<file path="src/rbcl_ram.sv">
// Simple dual-port RAM: one write port, one read port with registered data.
// Uses no package.
`timescale 1ns / 1ps

module rbcl_ram #(
    parameter int AW = 8,
    parameter int DW = 8
) (
    input  logic          clk,
    input  logic          we,
    input  logic [AW-1:0] waddr,
    input  logic [DW-1:0] wdata,
    input  logic [AW-1:0] raddr,
    output logic [DW-1:0] rdata
);

    logic [DW-1:0] mem [2**AW];

    always_ff @(posedge clk)
    begin
        if (we)
        begin
            mem[waddr] <= wdata;
        end
        rdata <= mem[raddr];
    end

endmodule

</file>
<file path="config.mk">
export PLATFORM = sky130hd
export DESIGN_NAME = rbcl_ram
export DESIGN_NICKNAME = d
export VERILOG_FILES = /design/src/rbcl_ram.sv
export SDC_FILE = /design/constraint.sdc
export NUM_CORES = 2
export LEC_CHECK = 0
export BUFFER_PORTS_ARGS = -buffer_cell sky130_fd_sc_hd__buf_2
export CORE_MARGIN = 3
export CORE_UTILIZATION = 50
export CTS_BUF_LIST = sky130_fd_sc_hd__clkbuf_8
export DETAILED_ROUTE_END_ITERATION = 10
export HOLD_SLACK_MARGIN = 0.02
export PLACE_DENSITY = 0.65
export SETUP_SLACK_MARGIN = 0.5
export SYNTH_ARGS = -nofsm -noshare
export SYNTH_HDL_FRONTEND = slang
export SYNTH_SLANG_ARGS = --single-unit
export TNS_END_PERCENT = 100
</file>
<file path="constraint.sdc">
create_clock -name clk -period 2.65 [get_ports clk]
set_input_delay 0.265 -clock clk [delete_from_list [all_inputs] [get_ports clk]]
set_output_delay 0.265 -clock clk [all_outputs]
set_load 0.02 [all_outputs]
</file>
==> impl_metrics.ini <==
[timing]
timing_max_transition_violations_final = 0
max_slew_margin_pct = 40.7
fin_skew_ns = 0.0939
hold_viol_final = 0
fin_crit_sh_pct = 85.3
timing_worst_slew_pin_value_ns = 0.887
setup_violations = 0
final_period_minus_worst_setup_slack_ns = 2.26
fin_worst_hold_slack_ns = 0.199
max_freq_mhz = 442
setup_ws_ns = 0.390
rsz0062_at_grt = true

[layout]
layout_nets = 4586
post-route-util_pct = 59.6
synthToLayoutAreaGrowth_pct = 17.7
drive_gt1_share_pct = 34.1

[global_routing]
first_pass_grt_wire_length_um = 294000
maximum_number_of_pins_on_one_net_before_global_route_repair = 92
global_route.usage.total_pct = 24.8
antenna_found_initial = 7
grt-ovfl-total = 0
vias_in_the_first_global_route = 42100

[routing]
first_pass_iteration_count_of_the_detailed_router = 7
drt_first_iter_violations = 5114
drcViolationCount = 0
avgViaCountPerCell = 6.10
wl_per_cell_um = 29.2
route.antenna.remaining_nets = 0
routed_wl_um = 200000
via_count = 41800

[floorplanning]
core_um2 = 157000
die_h_um = 405
dieWidth_um = 405
floorplan.rows = 145
initial_standard_cell_utilization_of_the_core_pct = 50.6
floorplan.io_pins = 34
floorplan.die_area_um2 = 164000

[setup_path]
worst_setup_path_end_kind = flop
max_stage_delay_ns = 0.48
slowest_library_cell_on_the_worst_path = mux4_2
cp.arrival_ns = 3.14
worst-endpoint-required_ns = 3.53
cp_cell_sequence = mux4_2, nor2b_4, a211oi_2, buf_4, nor3_4, nor4_4, buf_4, nor4_2
startpoint = mem[77][7]
critical_path.n_buffers_inverters = 2
startpoint_type_of_the_worst_setup_path = flop
biggest_fanout_along_the_worst_timing_path = 1
worst_path_most_repeated_cell = buf_4
timing_worst_setup_path_type = reg2reg
regToRegStartpoint = mem[77][7]
worst_path_dominant_cell_family = simple AND/OR/NAND/NOR gates

[yosys]
postSynthNetCount = 3759
synth.cell_area_um2 = 79600
dominant_synthesized_flop_cell = edfxtp_1
number_of_enable_type_register_cells_in_the_synthesized_netlist = 2048
yosys-top-cells-area = edfxtp_1, mux4_2, mux2i_1, nor2_1, a22oi_1
synth-async-reset-ratio_pct = 0
yosys_register_bits = 2056
synth-seq-area-share_pct = 77.5
synth.lib_cells_used.distinct = 55
netlist.area_leader.share_pct = 77.3
syn_avg_cell_area_um2 = 21.3
syn-instance-count = 3733
yosysTopAreaCell = edfxtp_1
yosys_warnings = 0

[clock_tree]
clock_path_buffers = 4
clock-sinks = 2056
worst_setup_hold_path_clk_slew_ns = 0.06
clk_latency_ns = 1.03
cts_tree = built
cts-buffers-inserted = 342
postCtsSetupRepairBufs = 0
ctsHtreeMaxLevel = 5
root_cell_of_the_clock_tree = clkbuf_8

[power_and_ir_drop]
power.static_leakage_nw = 30.8
power_per_cell_area_nw_per_um2 = 703
max-vdd-ir-drop_uv = 626
report.power.total_w = 0.0658

[outcome]
status = complete, no violations

[run]
drv_cap = 0

[place]
place.port_buffers = 33
placement.setup.worst_slack_ns = -0.889
gp_congestion = 0.836
post-dp-hpwl_um = 128000

[min_path]
hp-start = raddr[7]
min-delay-path-class = in2reg
## placed cells by master, fill, tap and decap left out, types with 7 or more instances in the layout
master and count:
nand3_1 32, buf_4 604, buf_2 22, nor2_1 277
nand2b_1 8, nand4_1 10, clkinv_2 36, nor3_1 12
clkinv_1 68, buf_12 59, o22ai_1 28, a221oi_1 8
mux4_2 455, mux2i_1 134, nor2b_1 25, a22oi_1 131
a21oi_1 95, buf_8 9, o221ai_1 44, dlygate4sd3_1 20
clkbuf_8 360, nor4_1 14, o21ai_0 10, nor4_4 7
a22o_1 7, nand2_1 33, edfxtp_1 2048, inv_1 100
o211ai_1 10, a211oi_1 10, bufinv_16 15
## tightest hold or removal path, delay by kind of cell
family	cells	cell delay (ns)
AOI/OAI and AO/OA	3	0.23
buffers and inverters	3	0.50
and+or+nand+nor	1	0.16
## flip-flops by register name, summed over array words and instances, names as in the netlist
signal,flops
rdata,8
mem,2048
## cell type report
type	count	area, µm²
diodes	2	5.00
clock buffers	359	4940
clock inverters	223	1300
fillers	11300	63500
inverters	2	7.51
multi-input cells	1442	16900
flip-flops and latches	2056	61700
well taps	2058	2570
repair buffers	716	6190
## stage by stage
step / cell area (µm²) / instances / setup TNS, ns
after detailed placement: 86700 / 6254 / -5.08
final: 93600 / 6858 / 0
after CTS: 93500 / 6856 / 0
after floorplan: 79600 / 3733 / 0
after global routing: 93600 / 6857 / 0
after global placement: 86700 / 6254 / -4.87
## worst paths after layout
| check | end | slack [ns] | depth (start not counted) |
|---|---|---|---|
| max | rdata[7] | 0.39 | 8 |
| min | rdata[5] | 0.20 | 7 |
| max reg2reg | rdata[7] | 0.39 | 8 |
| min reg2reg | rdata[5] | 1.03 | 7 |
## metal layers
| metal | global-route usage (%) | vias to the layer above | part of all wire [%] |
|---|---|---|---|
| met3 | 5.22 | 356 | 9.4 |
| met4 | 7.58 | 4 | 2.7 |
| li1 | - | 17400 | - |
| met5 | 0 | - | 0.0095 |
| met2 | 37.6 | 2021 | 47 |
| met1 | 36.7 | 22100 | 41 |
## synthesized netlist by cell type (13+ instances only)
master    count
buf_8        13
buf_1        22
mux4_2      454
buf_4        27
clkbuf_1    111
nand3_1      34
edfxtp_1   2048
nor4_1       24
a221oi_1     13
nor2b_1      31
a21oi_1      96
o22ai_1      28
nor2_1      282
a211oi_1     16
nand2_1      33
buf_6        21
mux2i_1     134
a22oi_1     133
buf_2        31
nor3_1       22
o221ai_1     46
## cell families (layout without fill, tap and decap cells)
kind of cell / Yosys count / in the layout / share of synthesized area (%)
AOI/OAI and AO/OA: 385 / 385 / 3.42
buffers and inverters: 235 / 1300 / 1.83
DFF: 2056 / 2056 / 77.5
muxes: 591 / 591 / 14.6
other: 0 / 2 / 0
and+or+nand+nor: 466 / 466 / 2.63
## power breakdown
group | internal (W) | total (W) | switching [W]
clock | 0.0139 | 0.0261 | 0.0121
combinational | 0.00151 | 0.00379 | 0.00228
sequential | 0.0359 | 0.0359 | 0.0000734
total | 0.0513 | 0.0658 | 0.0145
## timing repair
| item | CTS | global route |
|---|---|---|
| pin swaps | 25 | 11 |
| hold buffers | 20 | 0 |
| resized for setup | 64 | 11 |
| gates cloned | 0 | 0 |
| endpoints found under the setup margin | 10 | 8 |
| endpoints found under the hold margin | 1970 | 0 |
Power figures use the tool's default switching activity.
